==> src/rtl/lrr_pkg.sv <==
// shared types and constants for the lcg range random block
package lrr_pkg;

  localparam int unsigned WORD_W = 32;
  localparam int unsigned DIV_W  = 48;
  localparam int unsigned CNT_W  = 6;
  localparam int unsigned FRAC_W = 16;

  // request codes
  localparam logic [1:0] REQ_SEED = 2'd0;
  localparam logic [1:0] REQ_INT  = 2'd1;
  localparam logic [1:0] REQ_FRAC = 2'd2;

  // lcg step constants
  localparam logic [WORD_W-1:0] LCG_MUL = 32'd214013;
  localparam logic [WORD_W-1:0] LCG_ADD = 32'd2531011;

  // q16.16 fraction scale divisor
  localparam logic [FRAC_W-1:0] FRAC_DIVISOR = 16'd65535;

  // divider and fold pass lengths
  localparam logic [CNT_W-1:0] DIV_CNT_INT  = 6'd32;
  localparam logic [CNT_W-1:0] DIV_CNT_FRAC = 6'd4;

  typedef struct packed {
    logic load;
    logic step;
    logic prep;
    logic iter;
    logic finish;
    logic out_load;
  } lrr_cmd_t;

  typedef struct packed {
    logic draw;
    logic skip;
    logic div_last;
  } lrr_sts_t;

endpackage

==> src/rtl/lrr_req_if.sv <==
// request channel: valid/ready with the request fields
interface lrr_req_if;
  logic                               valid;
  logic                               ready;
  logic [1:0]                         req_type;
  logic                               use_self;
  logic [lrr_pkg::WORD_W-1:0]         seed_value;
  logic [lrr_pkg::WORD_W-1:0]         time_value;
  logic signed [lrr_pkg::WORD_W-1:0]  range_low;
  logic signed [lrr_pkg::WORD_W-1:0]  range_high;

  modport source (
    output valid, req_type, use_self, seed_value, time_value, range_low, range_high,
    input  ready
  );
  modport sink (
    input  valid, req_type, use_self, seed_value, time_value, range_low, range_high,
    output ready
  );
endinterface

==> src/rtl/lrr_rsp_if.sv <==
// result channel: valid/ready with the drawn value
interface lrr_rsp_if;
  logic                               valid;
  logic                               ready;
  logic signed [lrr_pkg::WORD_W-1:0]  value;

  modport source (
    output valid, value,
    input  ready
  );
  modport sink (
    input  valid, value,
    output ready
  );
endinterface

==> src/rtl/lrr_ctrl.sv <==
// controller fsm: sequences step, divider pass and result beat
module lrr_ctrl (
  input  logic              clk,
  input  logic              rst,
  input  logic              in_valid,
  output logic              in_ready,
  output logic              out_valid,
  input  logic              out_ready,
  input  lrr_pkg::lrr_sts_t sts,
  output lrr_pkg::lrr_cmd_t cmd
);

  typedef enum logic [5:0] {
    ST_IDLE = 6'b000001,
    ST_STEP = 6'b000010,
    ST_PREP = 6'b000100,
    ST_DIV  = 6'b001000,
    ST_FIN  = 6'b010000,
    ST_OUT  = 6'b100000
  } state_t;

  state_t state;
  state_t state_next;
  logic   out_valid_next;

  always_comb begin
    state_next = state;
    cmd        = '0;
    case (state)
      ST_IDLE: begin
        if (in_valid) begin
          cmd.load   = 1'b1;
          state_next = ST_STEP;
        end
      end
      ST_STEP: begin
        cmd.step   = 1'b1;
        state_next = sts.draw ? ST_PREP : ST_OUT;
      end
      ST_PREP: begin
        cmd.prep   = 1'b1;
        state_next = sts.skip ? ST_OUT : ST_DIV;
      end
      ST_DIV: begin
        cmd.iter = 1'b1;
        if (sts.div_last) begin
          state_next = ST_FIN;
        end
      end
      ST_FIN: begin
        cmd.finish = 1'b1;
        state_next = ST_OUT;
      end
      ST_OUT: begin
        // wait for the output register to free up
        if (!out_valid || out_ready) begin
          cmd.out_load = 1'b1;
          state_next   = ST_IDLE;
        end
      end
      default: begin
        state_next = ST_IDLE;
      end
    endcase
  end

  assign in_ready = (state == ST_IDLE);

  always_comb begin
    out_valid_next = out_valid;
    if (cmd.out_load) begin
      out_valid_next = 1'b1;
    end else if (out_ready) begin
      out_valid_next = 1'b0;
    end
  end

  always_ff @(posedge clk) begin
    if (rst) begin
      state     <= ST_IDLE;
      out_valid <= 1'b0;
    end else begin
      state     <= state_next;
      out_valid <= out_valid_next;
    end
  end

endmodule

==> src/rtl/lrr_datapath.sv <==
// datapath: seed registers, lcg step, range mapping, radix-2 divider and 65535 fold
module lrr_datapath (
  input  logic                               clk,
  input  logic                               rst,
  input  lrr_pkg::lrr_cmd_t                  cmd,
  output lrr_pkg::lrr_sts_t                  sts,
  input  logic [1:0]                         req_type,
  input  logic                               use_self,
  input  logic [lrr_pkg::WORD_W-1:0]         seed_value,
  input  logic [lrr_pkg::WORD_W-1:0]         time_value,
  input  logic signed [lrr_pkg::WORD_W-1:0]  range_low,
  input  logic signed [lrr_pkg::WORD_W-1:0]  range_high,
  output logic signed [lrr_pkg::WORD_W-1:0]  value
);

  // latched request
  logic [1:0]                 kind;
  logic                       pick_self;
  logic [lrr_pkg::WORD_W-1:0] seed_in;
  logic [lrr_pkg::WORD_W-1:0] time_in;
  logic [lrr_pkg::WORD_W-1:0] lo;
  logic [lrr_pkg::WORD_W-1:0] hi;

  // generator state
  logic [lrr_pkg::WORD_W-1:0] main_seed;
  logic [lrr_pkg::WORD_W-1:0] self_seed;
  logic [lrr_pkg::WORD_W-1:0] s;

  // divider and result
  logic [lrr_pkg::DIV_W-1:0]  dq;
  logic [lrr_pkg::WORD_W-1:0] rem;
  logic [lrr_pkg::WORD_W-1:0] dv;
  logic [lrr_pkg::CNT_W-1:0]  cnt;
  logic                       neg;
  logic [lrr_pkg::WORD_W-1:0] res;

  logic [lrr_pkg::WORD_W-1:0] sel_seed;
  logic [lrr_pkg::WORD_W-1:0] step_val;
  logic [lrr_pkg::WORD_W-1:0] span;
  logic [lrr_pkg::WORD_W-1:0] mixed;
  logic [lrr_pkg::WORD_W:0]   diff;
  logic [lrr_pkg::WORD_W:0]   mag;
  logic [lrr_pkg::DIV_W-1:0]  prod;
  logic [lrr_pkg::WORD_W:0]   trial;
  logic [lrr_pkg::WORD_W:0]   trial_sub;
  logic                       trial_ge;
  logic [lrr_pkg::WORD_W-1:0] fin_val;

  assign sel_seed = pick_self ? self_seed : main_seed;
  assign step_val = sel_seed * lrr_pkg::LCG_MUL + lrr_pkg::LCG_ADD;

  assign span  = hi - lo + 32'd1;
  assign mixed = s ^ (s >> 15);
  assign diff  = {hi[lrr_pkg::WORD_W-1], hi} - {lo[lrr_pkg::WORD_W-1], lo};
  assign mag   = diff[lrr_pkg::WORD_W] ? (33'd0 - diff) : diff;
  assign prod  = lrr_pkg::DIV_W'(s[31:16]) * lrr_pkg::DIV_W'(mag[lrr_pkg::WORD_W-1:0]);

  // one restoring step per cycle
  assign trial     = {rem, dq[lrr_pkg::DIV_W-1]};
  assign trial_sub = trial - {1'b0, dv};
  assign trial_ge  = (trial >= {1'b0, dv});

  assign fin_val = (kind == lrr_pkg::REQ_INT) ? (lo + rem) :
                   (neg ? (lo - rem) : (lo + rem));

  assign sts.draw     = (kind == lrr_pkg::REQ_INT) || (kind == lrr_pkg::REQ_FRAC);
  assign sts.skip     = (kind == lrr_pkg::REQ_INT) ? (span == '0) : (lo == hi);
  assign sts.div_last = (cnt == 6'd1);

  // seed registers are architectural state and reset to zero
  always_ff @(posedge clk) begin
    if (rst) begin
      main_seed <= '0;
      self_seed <= '0;
    end else if (cmd.step) begin
      case (kind)
        lrr_pkg::REQ_SEED: begin
          if (seed_in == '0) begin
            main_seed <= time_in;
            self_seed <= time_in;
          end else begin
            main_seed <= seed_in;
          end
        end
        lrr_pkg::REQ_INT, lrr_pkg::REQ_FRAC: begin
          if (pick_self) begin
            self_seed <= step_val;
          end else begin
            main_seed <= step_val;
          end
        end
        default: begin
        end
      endcase
    end
  end

  always_ff @(posedge clk) begin
    if (cmd.load) begin
      kind      <= req_type;
      pick_self <= use_self;
      seed_in   <= seed_value;
      time_in   <= time_value;
      lo        <= range_low;
      hi        <= range_high;
    end

    if (cmd.step) begin
      s <= step_val;
      case (kind)
        lrr_pkg::REQ_SEED: begin
          res <= (seed_in == '0) ? time_in : seed_in;
        end
        default: begin
          res <= '0;
        end
      endcase
    end

    if (cmd.prep) begin
      rem <= '0;
      neg <= diff[lrr_pkg::WORD_W];
      res <= lo;
      if (kind == lrr_pkg::REQ_INT) begin
        dv  <= span;
        dq  <= {mixed, 16'h0000};
        cnt <= lrr_pkg::DIV_CNT_INT;
      end else begin
        dq  <= prod;
        cnt <= lrr_pkg::DIV_CNT_FRAC;
      end
    end

    if (cmd.iter) begin
      cnt <= cnt - 6'd1;
      if (kind == lrr_pkg::REQ_INT) begin
        rem <= trial_ge ? trial_sub[lrr_pkg::WORD_W-1:0] : trial[lrr_pkg::WORD_W-1:0];
        dq  <= {dq[lrr_pkg::DIV_W-2:0], trial_ge};
      end else if (dq[lrr_pkg::DIV_W-1:lrr_pkg::FRAC_W] != '0) begin
        // 2^16 is 1 mod 65535: move the high part into the quotient and fold it back
        rem <= rem + dq[lrr_pkg::DIV_W-1:lrr_pkg::FRAC_W];
        dq  <= lrr_pkg::DIV_W'(dq[lrr_pkg::DIV_W-1:lrr_pkg::FRAC_W]) +
               lrr_pkg::DIV_W'(dq[lrr_pkg::FRAC_W-1:0]);
      end else if (dq[lrr_pkg::FRAC_W-1:0] == lrr_pkg::FRAC_DIVISOR) begin
        rem <= rem + 32'd1;
        dq  <= '0;
      end
    end

    if (cmd.finish) begin
      res <= fin_val;
    end

    if (cmd.out_load) begin
      value <= res;
    end
  end

endmodule

==> src/rtl/lcg_range_random.sv <==
// top level: two lcg generators with integer and q16.16 range draws
//
// req channel carries one request per beat: seed load, integer draw or
// q16.16 fraction draw; rsp channel returns exactly one value per request.
// the block handles one request at a time: req.ready is high only while
// the controller is idle.
// seed loads and unused codes go from the step straight to the result,
// and a draw with an empty range skips the divider. an integer draw
// runs the radix-2 divider, which retires one quotient bit per cycle
// (32 bits for the modulo by the span); the divide by 65535 folds the
// high part of the product back into its low 16 bits.
// a new request is taken in the cycle after the result is loaded.
// the result sits in an output register; the next request is taken while
// it waits, and a stalled receiver only holds the next result back.
// synchronous reset clears both generators to zero, drops rsp.valid and
// returns the controller to idle.
module lcg_range_random (
  input  logic      clk,
  input  logic      rst,
  lrr_req_if.sink   req,
  lrr_rsp_if.source rsp
);

  lrr_pkg::lrr_cmd_t cmd;
  lrr_pkg::lrr_sts_t sts;

  lrr_ctrl u_ctrl (
    .clk       (clk),
    .rst       (rst),
    .in_valid  (req.valid),
    .in_ready  (req.ready),
    .out_valid (rsp.valid),
    .out_ready (rsp.ready),
    .sts       (sts),
    .cmd       (cmd)
  );

  lrr_datapath u_datapath (
    .clk        (clk),
    .rst        (rst),
    .cmd        (cmd),
    .sts        (sts),
    .req_type   (req.req_type),
    .use_self   (req.use_self),
    .seed_value (req.seed_value),
    .time_value (req.time_value),
    .range_low  (req.range_low),
    .range_high (req.range_high),
    .value      (rsp.value)
  );

endmodule

==> src/flat_wrapper.sv <==
// flat-port wrapper written by rule: the top's interface ports become plain ports
module lcg_range_random_flat 
  (clk, rst, req_valid, req_req_type, req_use_self, req_seed_value, req_time_value, req_range_low, req_range_high, req_ready, rsp_valid, rsp_value, rsp_ready);
  lrr_req_if req_i ();
  lrr_rsp_if rsp_i ();
  input  logic clk;
  input  logic rst;
  input wire logic [$bits(req_i.valid)-1:0] req_valid;
  input wire logic [$bits(req_i.req_type)-1:0] req_req_type;
  input wire logic [$bits(req_i.use_self)-1:0] req_use_self;
  input wire logic [$bits(req_i.seed_value)-1:0] req_seed_value;
  input wire logic [$bits(req_i.time_value)-1:0] req_time_value;
  input wire logic [$bits(req_i.range_low)-1:0] req_range_low;
  input wire logic [$bits(req_i.range_high)-1:0] req_range_high;
  output wire logic [$bits(req_i.ready)-1:0] req_ready;
  output wire logic [$bits(rsp_i.valid)-1:0] rsp_valid;
  output wire logic [$bits(rsp_i.value)-1:0] rsp_value;
  input wire logic [$bits(rsp_i.ready)-1:0] rsp_ready;
  assign req_i.valid = req_valid;
  assign req_i.req_type = req_req_type;
  assign req_i.use_self = req_use_self;
  assign req_i.seed_value = req_seed_value;
  assign req_i.time_value = req_time_value;
  assign req_i.range_low = req_range_low;
  assign req_i.range_high = req_range_high;
  assign req_ready = req_i.ready;
  assign rsp_valid = rsp_i.valid;
  assign rsp_value = rsp_i.value;
  assign rsp_i.ready = rsp_ready;
  lcg_range_random u_core (.clk(clk), .rst(rst), .req(req_i), .rsp(rsp_i));
endmodule
==> config.mk <==
export PLATFORM = sky130hd
export DESIGN_NAME = lcg_range_random_flat
export DESIGN_NICKNAME = d
export VERILOG_FILES = /design/src/rtl/lrr_pkg.sv /design/src/rtl/lrr_req_if.sv /design/src/rtl/lrr_rsp_if.sv /design/src/rtl/lrr_ctrl.sv /design/src/rtl/lrr_datapath.sv /design/src/rtl/lcg_range_random.sv /design/src/flat_wrapper.sv
export SDC_FILE = /design/constraint.sdc
export NUM_CORES = 2
export LEC_CHECK = 0
export BUFFER_PORTS_ARGS = -buffer_cell sky130_fd_sc_hd__buf_2
export CORE_ASPECT_RATIO = 1.4
export CORE_MARGIN = 1.5
export CORE_UTILIZATION = 65
export CTS_BUF_LIST = sky130_fd_sc_hd__clkbuf_4
export CTS_CLUSTER_SIZE = 16
export DETAILED_ROUTE_END_ITERATION = 16
export PLACE_DENSITY_LB_ADDON = 0.1
export SETUP_SLACK_MARGIN = 0.5
export SYNTH_ARGS = -nofsm -noshare
export SYNTH_HDL_FRONTEND = slang
export SYNTH_SLANG_ARGS = --single-unit
==> constraint.sdc <==
create_clock -name clk -period 11.5 [get_ports clk]
set_input_delay 1.725 -clock clk [delete_from_list [all_inputs] [get_ports clk]]
set_output_delay 1.725 -clock clk [all_outputs]
set_load 0.02 [all_outputs]
==> flow_summary.toml <==
[routing]
wl_per_cell_um = 24.39
post_drt_via_cell_ratio = 6.359
vias = 46760
drtPass1Iterations = 6
drtIter0Drc = 4136
drt-total-wl_mm = 179.4
ant_nets = 0
drc_errors = 0

[synth]
yosysSeqAreaShare = 0.2025
yosysWarningCount = 0
avgSynthCellArea_um2 = 8.949
syn_nets = 7321
ys.flop_type = "edfxtp_1"
synth_edf_count = 266
synth_cells = 6077
syn-cell-area_mm2 = 0.05438
ys_types = 98
synthArstFlopShare = 0
ys_ff_latch = 417

[place]
port_buffers = 168
hpwl_mm = 142.8
dp.cells = 7145
place.gp.congestion = 1.022

[clocking]
htree_levels = 3
ctsLongestPathBuffers = 3
cts_tree = "yes"
cts_buffers = 111
cts-hold-fix-buffers = 0
clk_latency_ns = 0.95
clkSinkCount = 417
root_buffer = "clkbuf_4"
clkSlewWorstSetupHoldPaths_ns = 0.07

[timing]
finalMaxSlewViolations = 0
whs_ns = 0.4288
relSlewSlack = 0.06858
finClkSkew_ns = 0.05857
fin_crit_sh = 0.9302
hold_viol_final = 0
period_needed_ns = 10.70
rsz0062_at_grt = "yes"
max_freq_mhz = 93.48
setup_violations = 0
tightest_slew_ns = 1.397
setup_tns_ns = 0

[critical_path]
cp_top_family = "adder cells"
critPathMaxStageDelay_ns = 0.56
endpoint_kind = "flop"
worstPathArrival_ns = 11.49
cp-start-kind = "flop"
startpoint = "u_core.u_datapath.lo[9]"
cp_max_fo = 8
crit_type = "flop to flop"
cp.required_ns = 12.30
crit_slowest_cell = "fa_1"
crit_buf_inv = 4
cpMostUsedCell = "fa_1"
timing.rr.start = "u_core.u_datapath.lo[9]"

[hold_path]
hold_start = "u_core.u_datapath.res[15]"
hold_path.class = "flop to flop"

[global_route]
grt.total_usage = 0.4270
grt_use_met2 = 0.6993
gr-usage-met1 = 0.5006
gr-total-overflow = 0
use_met3 = 0.07234
grt_max_degree = 80
grt_pass1_vias = 47980
antenna_found_initial = 5
top_usage_layer = "met2"
grt_first_pass_wirelength_mm = 274.9

[floorplan]
coreArea_mm2 = 0.08289
dieArea_mm2 = 0.08543
initial_core_util = 0.6560
io_pins = 169
die_w_um = 247.5
die_h_um = 345.2
rows = 125

[layout]
nNetsFinal = 7424
final_core_util = 0.6981
drive_gt1_frac = 0.09010
syn2layout_area_growth_pct = 6.405
n_fill_cell = 6736
fin_cells = 7353

[outcome]
status = "completed"

[run]
maxCapViolations = 0
routing by layer:
layer	vias up	wire [um]
met5	-	27
met4	4	15310
met3	765	14600
met2	2404	85860
met1	22800	63570
li1	20780	-
through the flow:
step	area (um^2)	setup slack, ns
CTS	57770	0.5332
global placement	56320	0.8034
global route	57860	0.4159
floorplan	54380	1.687
finish	57860	0.8029
detailed placement	56320	0.6241
cell usage after synthesis (51+ instances only):
cell type,n,share of area
a211oi_1,95,0.013
a21o_1,117,0.016
a21oi_1,387,0.036
and2_1,210,0.024
clkbuf_1,249,0.017
dfxtp_1,151,0.056
edfxtp_1,266,0.15
fa_1,646,0.24
ha_1,463,0.11
inv_1,954,0.066
nand2_1,575,0.040
nand3_1,144,0.013
nand4_1,54,0.0062
nor2_1,298,0.021
nor3_1,77,0.0071
o211ai_1,51,0.0070
o21ai_0,222,0.020
xnor2_1,179,0.029
xor2_1,89,0.014
worst reg2reg max path: cells and delay by family, from the launching register on:
kind,cells,cell delay [ns]
fa+ha+maj,9,4.17
flops,1,0.42
buf+inv,4,0.31
simple gates,6,1.23
compound gates,14,3.66
xor+xnor,2,0.77
area by class of cell:
| cell class | count | area, um^2 | area share |
|---|---|---|---|
| multi-input cells | 4423 | 38840 | 0.6712 |
| flip-flops and latches | 417 | 11010 | 0.1903 |
| inverters | 957 | 3592 | 0.06208 |
| repair buffers | 270 | 1614 | 0.02789 |
| well taps | 1079 | 1350 | 0.02333 |
| clock buffers | 151 | 1134 | 0.01959 |
| clock inverters | 53 | 315.3 | 0.005449 |
| diodes | 3 | 7.507 | 0.0001297 |
cells by family after synthesis:
| logic type | count (synthesis) | synth area share |
|---|---|---|
| AND/OR/NAND/NOR | 1663 | 0.1499 |
| AO/OA/AOI/OAI | 1311 | 0.1589 |
| buffers and inverters | 1237 | 0.08637 |
| adder cells (fa/ha/maj) | 1109 | 0.3443 |
| flip-flops | 417 | 0.2025 |
| XOR/XNOR | 273 | 0.04503 |
| multiplexers | 67 | 0.01291 |
cells in the final DEF, fill, tap and decap left out, types with 29 or more instances in the layout:
master	Yosys	layout
inv_1	954	954
fa_1	646	646
nand2_1	575	575
ha_1	463	461
a21oi_1	387	385
nor2_1	298	295
edfxtp_1	266	266
o21ai_0	222	221
and2_1	210	209
xnor2_1	179	173
buf_2	13	168
clkbuf_4	0	151
dfxtp_1	151	151
nand3_1	144	144
a21o_1	117	117
buf_4	0	100
a211oi_1	95	95
xor2_1	89	89
nor3_1	77	76
nand4_1	54	54
o211ai_1	51	51
nand2b_1	50	50
nor2b_1	50	48
a31oi_1	46	46
and3_1	42	42
mux2i_1	42	42
o21a_1	40	40
nor4_1	40	39
clkinv_1	3	31
o31ai_1	29	29
registers in the layout, summed over array words and instances (netlist names), 2 cells and up:
signal                       flops
u_core.u_datapath.seed_in       32
u_core.u_datapath.time_in       32
u_core.u_datapath.s             32
u_core.u_ctrl.state              6
u_core.u_datapath.cnt            6
u_core.u_datapath.main_seed     32
u_core.u_datapath.self_seed     32
u_core.u_datapath.kind           2
u_core.u_datapath.rem           32
u_core.u_datapath.res           32
u_core.u_datapath.lo            32
u_core.u_datapath.dv            32
u_core.u_datapath.hi            32
u_core.u_datapath.value         32
u_core.u_datapath.dq            48
final timing paths:
check | end | slack, ns | depth (start not counted)
max reg2reg | u_core.u_datapath.dq[46] | 0.80 | 35
min reg2reg | u_core.u_datapath.value[15] | 0.43 | 0
min | u_core.u_datapath.value[15] | 0.43 | 0
max | u_core.u_datapath.dq[46] | 0.80 | 35
what timing repair did:
item | in CTS | in global routing
endpoints found under the hold margin | 0 | 0
resized for setup | 0 | 14
endpoints found under the setup margin | 0 | 19
setup buffers | 0 | 1
Power is not shown: default switching activity piles up to over one toggle a cycle in this logic, so the estimate is an artifact.
